File: src/hw/rtl/bfr_pkg.sv
package bfr_pkg;

  // Default sizes of the queue.
  localparam int DEPTH_DEF        = 16;
  localparam int HANDLE_WIDTH_DEF = 32;

  // Fixed widths of the request and result fields.
  localparam int OP_FW     = 2;
  localparam int HANDLE_FW = 32;
  localparam int STATUS_FW = 2;
  localparam int COUNT_FW  = 5;

  // Operation codes carried by a request.
  localparam logic [OP_FW-1:0] OP_PUSH   = 2'd0;
  localparam logic [OP_FW-1:0] OP_POP    = 2'd1;
  localparam logic [OP_FW-1:0] OP_REMOVE = 2'd2;

  // Result status codes.
  typedef enum logic [STATUS_FW-1:0] {
    ST_DONE  = 2'd0,
    ST_FULL  = 2'd1,
    ST_EMPTY = 2'd2
  } bfr_status_t;

  // Controller states.
  typedef enum logic [2:0] {
    S_IDLE,
    S_PUSH,
    S_POP_RD,
    S_POP_TAKE,
    S_RM,
    S_EMIT
  } bfr_state_t;

  // Request payload.
  typedef struct packed {
    logic [OP_FW-1:0]     op;
    logic [HANDLE_FW-1:0] handle_in;
  } bfr_in_t;

  // Result payload.
  typedef struct packed {
    logic [STATUS_FW-1:0] status;
    logic [HANDLE_FW-1:0] handle_out;
    logic [COUNT_FW-1:0]  count;
    logic                 is_empty;
  } bfr_out_t;

  // Commands from the controller to the datapath.
  typedef struct packed {
    logic        capture;
    bfr_status_t status;
    logic        push_wr;
    logic        pop_rd;
    logic        pop_take;
    logic        rm_start;
    logic        rm_read;
    logic        rm_finish;
    logic        emit;
  } bfr_cmd_t;

  // Status from the datapath to the controller.
  typedef struct packed {
    logic full;
    logic empty;
    logic scan_more;
    logic rd_pend;
    logic out_free;
  } bfr_stat_t;

endpackage

File: src/hw/rtl/bfr_ctrl.sv
module bfr_ctrl
  import bfr_pkg::*;
(
  input  logic             clk,
  input  logic             rst_n,
  input  logic             in_valid,
  input  logic [OP_FW-1:0] in_op,
  output logic             in_stall,
  input  bfr_stat_t        stat,
  output bfr_cmd_t         cmd
);

  bfr_state_t state_r, state_nxt;

  // State register.
  always_ff @(posedge clk) begin
    if (!rst_n) begin
      state_r <= S_IDLE;
    end else begin
      state_r <= state_nxt;
    end
  end

  // Next state.
  always_comb begin
    state_nxt = state_r;
    case (state_r)
      S_IDLE: begin
        if (in_valid) begin
          case (in_op)
            OP_PUSH:   state_nxt = stat.full ? S_EMIT : S_PUSH;
            OP_POP:    state_nxt = stat.empty ? S_EMIT : S_POP_RD;
            OP_REMOVE: state_nxt = S_RM;
            default:   state_nxt = S_EMIT;
          endcase
        end
      end
      S_PUSH:     state_nxt = S_EMIT;
      S_POP_RD:   state_nxt = S_POP_TAKE;
      S_POP_TAKE: state_nxt = S_EMIT;
      S_RM: begin
        if (!stat.scan_more && !stat.rd_pend) begin
          state_nxt = S_EMIT;
        end
      end
      S_EMIT: begin
        if (stat.out_free) begin
          state_nxt = S_IDLE;
        end
      end
      default: state_nxt = S_IDLE;
    endcase
  end

  // Outputs.
  always_comb begin
    cmd      = '0;
    cmd.status = ST_DONE;
    in_stall = 1'b1;
    case (state_r)
      S_IDLE: begin
        in_stall = 1'b0;
        if (in_valid) begin
          cmd.capture = 1'b1;
          case (in_op)
            OP_PUSH:   cmd.status = stat.full ? ST_FULL : ST_DONE;
            OP_POP:    cmd.status = stat.empty ? ST_EMPTY : ST_DONE;
            OP_REMOVE: cmd.rm_start = 1'b1;
            default:   cmd.status = ST_DONE;
          endcase
        end
      end
      S_PUSH:     cmd.push_wr = 1'b1;
      S_POP_RD:   cmd.pop_rd = 1'b1;
      S_POP_TAKE: cmd.pop_take = 1'b1;
      S_RM: begin
        cmd.rm_read   = stat.scan_more;
        cmd.rm_finish = !stat.scan_more && !stat.rd_pend;
      end
      S_EMIT:  cmd.emit = stat.out_free;
      default: cmd = '0;
    endcase
  end

  // A request is taken only in the idle state.
  a_accept_idle: assert property (@(posedge clk) disable iff (!rst_n)
    (in_valid && !in_stall) |=> (state_r != S_IDLE))
    else $error("request accepted but controller stayed idle");

  // A result is only handed over when the output register can take it.
  a_emit_free: assert property (@(posedge clk) disable iff (!rst_n)
    cmd.emit |-> stat.out_free)
    else $error("result emitted into a busy output register");

  // The remove scan leaves only after its reads have drained.
  a_rm_drain: assert property (@(posedge clk) disable iff (!rst_n)
    cmd.rm_finish |-> (!stat.rd_pend && !cmd.rm_read))
    else $error("remove finished with a read outstanding");

endmodule

File: src/hw/rtl/bfr_dpath.sv
module bfr_dpath
  import bfr_pkg::*;
#(
  parameter int DEPTH        = DEPTH_DEF,
  parameter int HANDLE_WIDTH = HANDLE_WIDTH_DEF
) (
  input  logic      clk,
  input  logic      rst_n,
  input  bfr_in_t   in_data,
  input  bfr_cmd_t  cmd,
  output bfr_stat_t stat,
  output logic      out_valid,
  input  logic      out_stall,
  output bfr_out_t  out_data
);

  localparam int IW = (DEPTH > 1) ? $clog2(DEPTH) : 1;
  localparam int CW = $clog2(DEPTH + 1);
  localparam int SW = $clog2(2 * DEPTH);

  // Position base + off in the circular store.
  function automatic logic [IW-1:0] wrap_add(input logic [IW-1:0] base,
                                             input logic [CW-1:0] off);
    logic [SW-1:0] sum;
    sum = SW'(base) + SW'(off);
    if (sum >= SW'(DEPTH)) begin
      sum = sum - SW'(DEPTH);
    end
    return sum[IW-1:0];
  endfunction

  logic [HANDLE_WIDTH-1:0] mem [DEPTH];
  logic [HANDLE_WIDTH-1:0] rd_data_r;

  logic [IW-1:0] head_r, head_nxt;
  logic [CW-1:0] count_r, count_nxt;
  logic [CW-1:0] scan_idx_r, scan_idx_nxt;
  logic [CW-1:0] kept_r, kept_nxt;
  logic          rd_pend_r, rd_pend_nxt;
  logic          out_valid_r, out_valid_nxt;

  logic [HANDLE_WIDTH-1:0] handle_r;
  logic [HANDLE_WIDTH-1:0] popped_r;
  logic [STATUS_FW-1:0]    status_r;
  bfr_out_t                out_data_r;

  logic [IW-1:0]           tail;
  logic [IW-1:0]           scan_addr;
  logic [IW-1:0]           keep_addr;
  logic                    rm_keep;
  logic                    wr_en;
  logic [IW-1:0]           wr_addr;
  logic [HANDLE_WIDTH-1:0] wr_data;
  logic                    rd_en;
  logic [IW-1:0]           rd_addr;

  // Store port selection.
  always_comb begin
    tail      = wrap_add(head_r, count_r);
    scan_addr = wrap_add(head_r, scan_idx_r);
    keep_addr = wrap_add(head_r, kept_r);
    rm_keep   = rd_pend_r && (rd_data_r != handle_r);
    wr_en     = cmd.push_wr || rm_keep;
    wr_addr   = cmd.push_wr ? tail : keep_addr;
    wr_data   = cmd.push_wr ? handle_r : rd_data_r;
    rd_en     = cmd.pop_rd || cmd.rm_read;
    rd_addr   = cmd.pop_rd ? head_r : scan_addr;
  end

  // Entry store with one write and one registered read port.
  always_ff @(posedge clk) begin
    if (wr_en) begin
      mem[wr_addr] <= wr_data;
    end
  end

  always_ff @(posedge clk) begin
    if (rd_en) begin
      rd_data_r <= mem[rd_addr];
    end
  end

  // Pointer, count and scan bookkeeping.
  always_comb begin
    head_nxt     = head_r;
    count_nxt    = count_r;
    scan_idx_nxt = scan_idx_r;
    kept_nxt     = kept_r;
    rd_pend_nxt  = cmd.rm_read;
    if (cmd.push_wr) begin
      count_nxt = count_r + CW'(1);
    end
    if (cmd.pop_rd) begin
      head_nxt  = (head_r == IW'(DEPTH - 1)) ? '0 : head_r + IW'(1);
      count_nxt = count_r - CW'(1);
    end
    if (cmd.rm_start) begin
      scan_idx_nxt = '0;
      kept_nxt     = '0;
    end
    if (cmd.rm_read) begin
      scan_idx_nxt = scan_idx_r + CW'(1);
    end
    if (rm_keep) begin
      kept_nxt = kept_r + CW'(1);
    end
    if (cmd.rm_finish) begin
      count_nxt = kept_r;
    end
  end

  // Output register handover.
  always_comb begin
    out_valid_nxt = out_valid_r;
    if (cmd.emit) begin
      out_valid_nxt = 1'b1;
    end else if (out_valid_r && !out_stall) begin
      out_valid_nxt = 1'b0;
    end
  end

  always_ff @(posedge clk) begin
    if (!rst_n) begin
      head_r      <= '0;
      count_r     <= '0;
      scan_idx_r  <= '0;
      kept_r      <= '0;
      rd_pend_r   <= 1'b0;
      out_valid_r <= 1'b0;
    end else begin
      head_r      <= head_nxt;
      count_r     <= count_nxt;
      scan_idx_r  <= scan_idx_nxt;
      kept_r      <= kept_nxt;
      rd_pend_r   <= rd_pend_nxt;
      out_valid_r <= out_valid_nxt;
    end
  end

  // Request payload and result fields.
  always_ff @(posedge clk) begin
    if (cmd.capture) begin
      handle_r <= HANDLE_WIDTH'(in_data.handle_in);
      status_r <= cmd.status;
      popped_r <= '0;
    end else if (cmd.pop_take) begin
      popped_r <= rd_data_r;
    end
    if (cmd.emit) begin
      out_data_r.status     <= status_r;
      out_data_r.handle_out <= HANDLE_FW'(popped_r);
      out_data_r.count      <= COUNT_FW'(count_r);
      out_data_r.is_empty   <= (count_r == '0);
    end
  end

  // Status to the controller.
  always_comb begin
    stat.full      = (count_r == CW'(DEPTH));
    stat.empty     = (count_r == '0);
    stat.scan_more = (scan_idx_r < count_r);
    stat.rd_pend   = rd_pend_r;
    stat.out_free  = !out_valid_r || !out_stall;
  end

  assign out_valid = out_valid_r;
  assign out_data  = out_data_r;

  // The count never passes the capacity.
  a_count_cap: assert property (@(posedge clk) disable iff (!rst_n)
    count_r <= CW'(DEPTH))
    else $error("entry count exceeds capacity");

  // A push write grows the count by one, a pop read only happens with an entry.
  a_push_room: assert property (@(posedge clk) disable iff (!rst_n)
    cmd.push_wr |=> (count_r == $past(count_r) + CW'(1)))
    else $error("push did not grow the count by one");

  a_pop_entry: assert property (@(posedge clk) disable iff (!rst_n)
    cmd.pop_rd |-> (count_r != '0))
    else $error("pop read from an empty queue");

  // Compaction never keeps more entries than it has scanned.
  a_kept_bound: assert property (@(posedge clk) disable iff (!rst_n)
    cmd.rm_finish |-> (kept_r <= count_r))
    else $error("remove kept more entries than were held");

endmodule

File: src/hw/rtl/bounded_fifo_with_remove_core.sv
// Channel   Ports                            Moves
// -------   ------------------------------   ---------------------------------------
// request   in_valid, in_stall, in_data      op and handle_in
// result    out_valid, out_stall, out_data   status, handle_out, count, is_empty
//
// One request at a time; the entry store has one write and one registered read port.
// Push writes the tail or reports full; pop reads and takes the head or reports empty.
// Remove makes one store read per entry; an unused op goes straight to its result.
// A result waits in the output register while the next request is already taken.
// Reset (rst_n low, synchronous) empties the queue; store contents are not cleared.
// Out_stall only holds the result; a new result waits until the register frees up.
module bounded_fifo_with_remove_core
  import bfr_pkg::*;
#(
  parameter int DEPTH        = DEPTH_DEF,
  parameter int HANDLE_WIDTH = HANDLE_WIDTH_DEF
) (
  input  logic     clk,
  input  logic     rst_n,
  input  logic     in_valid,
  output logic     in_stall,
  input  bfr_in_t  in_data,
  output logic     out_valid,
  input  logic     out_stall,
  output bfr_out_t out_data
);

  bfr_cmd_t  cmd;
  bfr_stat_t stat;

  // Sequencing of each request.
  bfr_ctrl u_ctrl (
    .clk      (clk),
    .rst_n    (rst_n),
    .in_valid (in_valid),
    .in_op    (in_data.op),
    .in_stall (in_stall),
    .stat     (stat),
    .cmd      (cmd)
  );

  // Store, pointers and output register.
  bfr_dpath #(
    .DEPTH        (DEPTH),
    .HANDLE_WIDTH (HANDLE_WIDTH)
  ) u_dpath (
    .clk       (clk),
    .rst_n     (rst_n),
    .in_data   (in_data),
    .cmd       (cmd),
    .stat      (stat),
    .out_valid (out_valid),
    .out_stall (out_stall),
    .out_data  (out_data)
  );

endmodule
File: config.mk
export PLATFORM = sky130hd
export DESIGN_NAME = bounded_fifo_with_remove_core
export DESIGN_NICKNAME = d
export VERILOG_FILES = /design/src/hw/rtl/bfr_pkg.sv /design/src/hw/rtl/bfr_ctrl.sv /design/src/hw/rtl/bfr_dpath.sv /design/src/hw/rtl/bounded_fifo_with_remove_core.sv
export SDC_FILE = /design/constraint.sdc
export NUM_CORES = 1
export LEC_CHECK = 0
export BUFFER_PORTS_ARGS = -buffer_cell sky130_fd_sc_hd__buf_2
export CAP_MARGIN = 5
export CORE_MARGIN = 5
export CORE_UTILIZATION = 46
export CTS_CLUSTER_DIAMETER = 80
export CTS_CLUSTER_SIZE = 40
export DETAILED_ROUTE_END_ITERATION = 10
export PLACE_DENSITY = 0.69
export SLEW_MARGIN = 20
export SYNTH_ARGS = -nofsm -noshare
export SYNTH_HDL_FRONTEND = slang
export SYNTH_HIERARCHICAL = 1
export SYNTH_SLANG_ARGS = --single-unit
File: constraint.sdc
create_clock -name clk -period 10.5 [get_ports clk]
set_clock_uncertainty 0.1 [all_clocks]
set_input_delay 0 -clock clk [delete_from_list [all_inputs] [get_ports clk]]
set_output_delay 0 -clock clk [all_outputs]
set_load 0.005 [all_outputs]
==> qor.txt, run 1 <==
Layout Nets = 1789
IO buf count = 79
Number of buffers created by CTS = 30
Hold-critical path depth = 2
Largest net degree at the start of global routing = 147
CTS Root Cell = clkbuf_16
CTS tree = yes
Pwr Total = 6694 µW
Hold Vio Cnt, Final = 0
Worst reg2reg path depth = 9
CP Data Arrival Time = 4.98 ns
Synth Warn # = 6
PD cells = 216.2 nW/µm²
Routed wire length = 59.68 mm
Max Fclk = 0.2082 GHz
Critical path's slowest cell = fa_1
Chip width = 255.8 µm
Longest Clk Path Bufs = 3
RR Endpoint = u_dpath/mem[8][8]
Count of different cell masters after synthesis = 61
Vias per inst = 5.539
Maximum vdd drop = 0.1639 mV
MaxCap Viol Count = 0
Die span in y = 255.8 µm
RD Place Congestion = 0.7599
Setup violators final = 0
RSZ-0062 raised after global routing = false
Total congestion overflow = 0
FF+latch count, synth = 674
Post-route ant nets = 0
Worst R2R Start = u_ctrl/state_r[0]
Area grow syn2layout = 11.41%
CP peak stage delay = 0.70 ns
Commonest non-fill, non-tap cell in the layout = edfxtp_1
Worst Path Buf+Inv = 2
Die area = 65430 µm²
Worst skew pair latency = 0.64 ns
CP Cell Sequence = nor3b_2 -> buf_4 -> mux2_2 -> ha_1 -> fa_1 -> nor3_1 -> nand2_1 -> a21oi_4 -> buf_4
Worst path required time = 10.67 ns
Sum of negative setup slack = 0 ns
# IOs = 80
Fraction of layout cells with a size suffix above 1 = 13.67%
CTS resizes = 0
WHS Endpoint = u_dpath/handle_r[6]
Hold Buf Count CTS = 72
Seq/Total Area, Yosys = 70.81%
Vias in the first global route = 13928
Worst-Margin Slew = 1.108 ns
Mapped Area = 27790 µm²
Via count = 14059
Min Tclk post-route = 4.803 ns
Post-synth ARST share = 0%
CP Class = reg2reg
Slew Viols, Final = 0
Overall routing resource usage = 17.60%
Clock slew at reported path FFs = 0.10 ns
Flop-to-flop setup slack = 5.70 ns
Hold_sp = in_data[6]
Detailed Routing Iterations Pass 1 = 5
Synth Flop Type = edfxtp_1
# diodes = 0
Routed len/inst = 23.51 µm
Crit-path leading delay family = buffers and inverters
Design Area, Final = 30960 µm²
Initial drt markers = 1228
Final period util = 45.74%
Final core occ = 51.49%
Dpl hpwl = 31.16 mm
Synthesized area per cell = 17.41 µm²
Post-synth EDFFs = 618
Htree depth = 1
CP endpoint kind = flop
Gate Count Post-Synth = 1596
Critical path launch point type = flop
Mapped Nets = 1653
CORE AREA = 60130 µm²
Global-route wire length before repair = 88.58 mm
Fill cells = 4894
Leak = 0.01322 µW
Crit Path Max Fanout = 38
Commonest cells after routing, fill and taps aside = edfxtp_1, mux2i_1, buf_2
CP most frequent cell = buf_4
Status = completed
DRC Markers = 0
Row count = 90
CTS sink count = 674
Rel. slew slack = 25.84%
Worst min-delay path category = in2reg
Antenna violations before repair = 2
Initial Util = 46.22%
Post-Place Cell Area = 29130 µm²
Post-CTS Setup Bufs = 0
[metal layers]
layer  wire length [µm]  share of wire, %  global-route usage [%]
met5                 13             0.022                       0
met1              26670                45                   24.97
met4               1201               2.0                   3.388
met3               3099               5.2                   2.555
met2              28690                48                   29.52
[synth_stat cells, types with 3 or more instances]
library cell / instances / area, µm²
edfxtp_1: 618 / 18560
mux2i_1: 521 / 5215
dfxtp_1: 56 / 1121
nor2_1: 45 / 168.9
xor2_1: 38 / 332.8
mux2_2: 35 / 394.1
buf_2: 27 / 135.1
buf_4: 26 / 195.2
nand2_1: 18 / 67.56
ha_1: 16 / 200.2
a21oi_1: 15 / 75.07
clkbuf_1: 14 / 52.55
a21oi_2: 11 / 96.34
o21ai_0: 11 / 55.05
nor2b_1: 10 / 62.56
inv_1: 9 / 33.78
nor3b_1: 9 / 67.56
and2_1: 8 / 50.05
nand3_1: 8 / 40.04
nand4_1: 8 / 50.05
a21o_1: 7 / 52.55
nand3b_1: 6 / 45.04
nor4_2: 6 / 75.07
xnor2_1: 6 / 52.55
buf_1: 5 / 18.77
nor3_1: 5 / 25.02
a2111oi_0: 4 / 35.03
and4_1: 4 / 35.03
buf_6: 4 / 45.04
nor4_1: 4 / 25.02
fa_1: 3 / 60.06
nand2b_1: 3 / 18.77
[report_power, final]
part,switching (µW),leakage (µW),total [µW],internal [µW]
clock network,896,0.000538,1510,614
logic,1010,0.00664,1600,587
registers,124,0.00605,3590,3460
[kinds of logic after synthesis]
group | Yosys count | synth area share, %
DFF | 674 | 70.81
AOI/OAI and AO/OA | 63 | 1.585
and+or+nand+nor | 151 | 3.196
muxes | 557 | 20.23
xor gates and xnor gates | 45 | 1.445
adders and majority gates | 19 | 0.9364
buffers and inverters | 87 | 1.796
[final cells by class]
class	count	area (µm²)	share of cell area, %
Inverter	10	37.54	0.1212
Sequential cell	674	19680	63.56
Clock inverter	22	306.5	0.9900
Multi-Input combinational cell	835	7789	25.15
Timing Repair Buffer	181	1366	4.413
Clock buffer	34	807.0	2.606
Tap cell	782	978.4	3.160
[flip-flops by register name, indices dropped and copies added (netlist names)]
signal and flops:
u_dpath/scan_idx_r 5, u_dpath/count_r 5, u_dpath/popped_r 32, u_dpath/rd_pend_r 1, u_dpath/out_valid 1, u_dpath/handle_r 32
u_dpath/kept_r 5, u_dpath/mem 512, u_ctrl/state_r 3, u_dpath/head_r 4, u_dpath/rd_data_r 32, u_dpath/status_r 2
u_dpath/out_data 40
[worst max path at each step]
stage,endpoint,cells past startpoint,startpoint
6_report,u_dpath/mem[8][8],9,u_ctrl/state_r[0]
5_1_grt,u_dpath/mem[8][8],10,u_ctrl/state_r[0]
4_1_cts,u_dpath/mem[8][8],9,u_ctrl/state_r[0]
3_5_place_dp,u_dpath/mem[8][9],9,u_ctrl/state_r[0]
3_3_place_gp,u_dpath/mem[8][9],9,u_ctrl/state_r[0]
2_1_floorplan,u_dpath/mem[9][0],9,u_ctrl/state_r[2]
[metrics by stage]
stage / cells / hold slack, ns / setup slack, ns
after floorplan: 1596 / -0.001131 / 2.219
after global placement: 2410 / 0.07840 / 5.907
after detailed placement: 2410 / 0.07866 / 5.791
after CTS: 2538 / 0.004448 / 5.751
after global routing: 2538 / 0.05085 / 5.519
final: 2538 / 0.03529 / 5.697
No activity file was read; power rests on OpenSTA's default activity.
==> run 2: changes to the inputs <==
- clock period: 10.5 -> 4.9 ns (I/O delays scaled with it)
==> run 2 against run 1 <==
Clock-buffer cell count fell by 5. Largest power group unchanged. Non-clock buffer count rose by 12. Sequential power rose by 110%. Total power rose by 120%. Maximum frequency rose by 10%. Critical path depth rose by 1.
==> qor.txt, run 2 (same netlist as run 1, synthesis figures left out) <==
Status = completed
Routed len/inst = 22.14 µm (-5.8%)
Reg with most FFs = u_dpath/mem
Setup violators final = 0 (unchanged)
Number of buffers created by CTS = 28 (-6.7%)
Area grow syn2layout = 12.05%
Detailed Routing Iterations Pass 1 = 5 (unchanged)
CORE AREA = 60130 µm² (unchanged)
Hold_sp = in_data[5]
PD cells = 463.9 nW/µm² (+110%)
Overall routing resource usage = 16.70% (-0.91 points)
DRC Markers = 0 (unchanged)
Row count = 90 (unchanged)
Layout Cells excl Fill = 2546 (+0.32%)
Sum of negative setup slack = 0 ns (unchanged)
Vias per inst = 5.461 (-1.4%)
Psw = 4421 µW (+120%)
Die span in y = 255.8 µm (unchanged)
Worst setup startpoint = u_ctrl/state_r[0]
Via count = 13903 (-1.1%)
Htree depth = 1 (unchanged)
Commonest non-fill, non-tap cell in the layout = edfxtp_1
Worst skew pair latency = 0.63 ns (about the same)
Total congestion overflow = 0 (unchanged)
Setup ws final = 0.5480 ns (-5.149 ns)
Worst R2R Start = u_ctrl/state_r[0]
Max Fclk = 0.2298 GHz (+10%)
CP Class = reg2reg
Critical path launch point type = flop
Slew Viols, Final = 0 (unchanged)
Clock slew at reported path FFs = 0.11 ns (about the same)
Flop-to-flop setup slack = 0.55 ns (-5.15 ns)
Min Tclk post-route = 4.352 ns (-0.4506 ns)
CTS resizes = 0 (unchanged)
Final core occ = 51.79% (+0.30 points)
Internal Power = 10020 µW (+110%)
Worst-Margin Slew = 1.075 ns (-0.03281 ns)
Hold-critical path depth = 2 (unchanged)
Seq pwr share = 53.1% (-0.5 points)
Global-route wire length before repair = 85.26 mm (-3.7%)
Antenna violations before repair = 0 (-2)
Final period util = 88.82% (+43 points)
Post-route ant nets = 0 (unchanged)
CTS tree = yes
Fraction of layout cells with a size suffix above 1 = 14.29% (+0.62 points)
Clock power frac = 22.5% (about the same)
Initial drt markers = 919 (-25%)
Logic pwr share = 24.5% (+0.6 points)
Largest register FFs = 512 (unchanged)
WHS Endpoint = u_dpath/handle_r[5]
Commonest cells after routing, fill and taps aside = edfxtp_1, mux2i_1, buf_2
# IOs = 80 (unchanged)
MaxCap Viol Count = 0 (unchanged)
Switching Fraction = 30.60% (+0.27 points)
Pwr Total = 14450 µW (+120%)
Leak = 0.01330 µW (+0.57%)
Hold Buf Count CTS = 70 (-2.8%)
Die area = 65430 µm² (unchanged)
CTS Root Cell = clkbuf_16
Pre-CTS setup slack = 0.6094 ns (-5.182 ns)
Post-CTS Setup Bufs = 0 (unchanged)
CP endpoint kind = flop
Rel. slew slack = 28.21% (+2.4 points)
Hold Vio Cnt, Final = 0 (unchanged)
Crit Path Max Fanout = 32 (-16%)
Largest net degree at the start of global routing = 123 (-16%)
RSZ-0062 raised after global routing = false
RD Place Congestion = 0.7603 (about the same)
RR Endpoint = u_dpath/mem[6][13]
CTS sink count = 674 (unchanged)
Layout Nets = 1799 (+0.56%)
Worst min-delay path category = in2reg
Routed wire length = 56.38 mm (-5.5%)
Maximum vdd drop = 0.3987 mV (+140%)
Cells after DPL = 2424 (+0.58%)
Worst path required time = 5.04 ns (-5.63 ns)
Chip width = 255.8 µm (unchanged)
# diodes = 0 (unchanged)
Worst reg2reg path depth = 10 (+1)
CP Data Arrival Time = 4.49 ns (-0.49 ns)
IO buf count = 79 (unchanged)
Initial Util = 46.22% (unchanged)
Longest Clk Path Bufs = 3 (unchanged)
Dpl hpwl = 33.61 mm (+7.8%)
Vias in the first global route = 13986 (+0.42%)
## run 2: cell types whose count changed in the layout (fill, tap and decap cells not counted), sizes merged
cell | before | now
buf | 109 | 123
clkbuf | 34 | 29
bufinv | 0 | 2
dlygate4sd3 | 72 | 70
clkinvlp | 1 | 0
## run 2: power groups by stage
stage	sequential, µW	combinational [µW]	clock, µW
floorplan	7700	2440	0
global placement	7790	3400	0
detailed placement	7800	3500	0
CTS	7670	3560	3320
global route	7720	3830	3520
finish	7670	3530	3240
## run 2: critical path: stages, from the launching register on
cell and delay (ns):
dfxtp_1 0.49, nor3b_2 0.36, buf_4 0.30, mux2_2 0.36, ha_1 0.21, a21o_1 0.19, a21oi_1 0.27, xor2_1 0.72
nand3_1 0.25, a21oi_4 0.16, buf_4 0.54
## run 2: metrics by stage
stage	hold slack (ns)	cell area [µm²]
finish	0.02723	31140
global route	0.01834	31140
CTS	0.002052	31140
detailed placement	0.07879	29320
global placement	0.07813	29320
floorplan	-0.001131	27820
## run 2: layout make-up
class,count,area (µm²)
clock buffer,29,725.7
clock inverter,23,387.9
fill,4818,28990
inverter,10,37.54
multi-input combinational,835,7844
sequential,674,19680
tap,782,978.4
timing repair buffer,193,1489
## run 2: layer usage
layer	share of wire, %	track usage, %	vias to the layer above
met5	0	0	-
met4	2.6	3.853	0
met3	4.6	2.190	68
met2	47	27.67	314
met1	45	23.85	7077
li1	-	-	6444
## run 2: worst max-delay path by stage
stage	endpoint	slack, ns
3_5_place_dp	u_dpath/mem[6][14]	0.61
6_report	u_dpath/mem[6][13]	0.55
5_1_grt	u_dpath/mem[6][13]	0.35
2_1_floorplan	u_dpath/mem[9][0]	-0.28
3_3_place_gp	u_dpath/mem[6][16]	0.69
4_1_cts	u_dpath/mem[6][13]	0.57
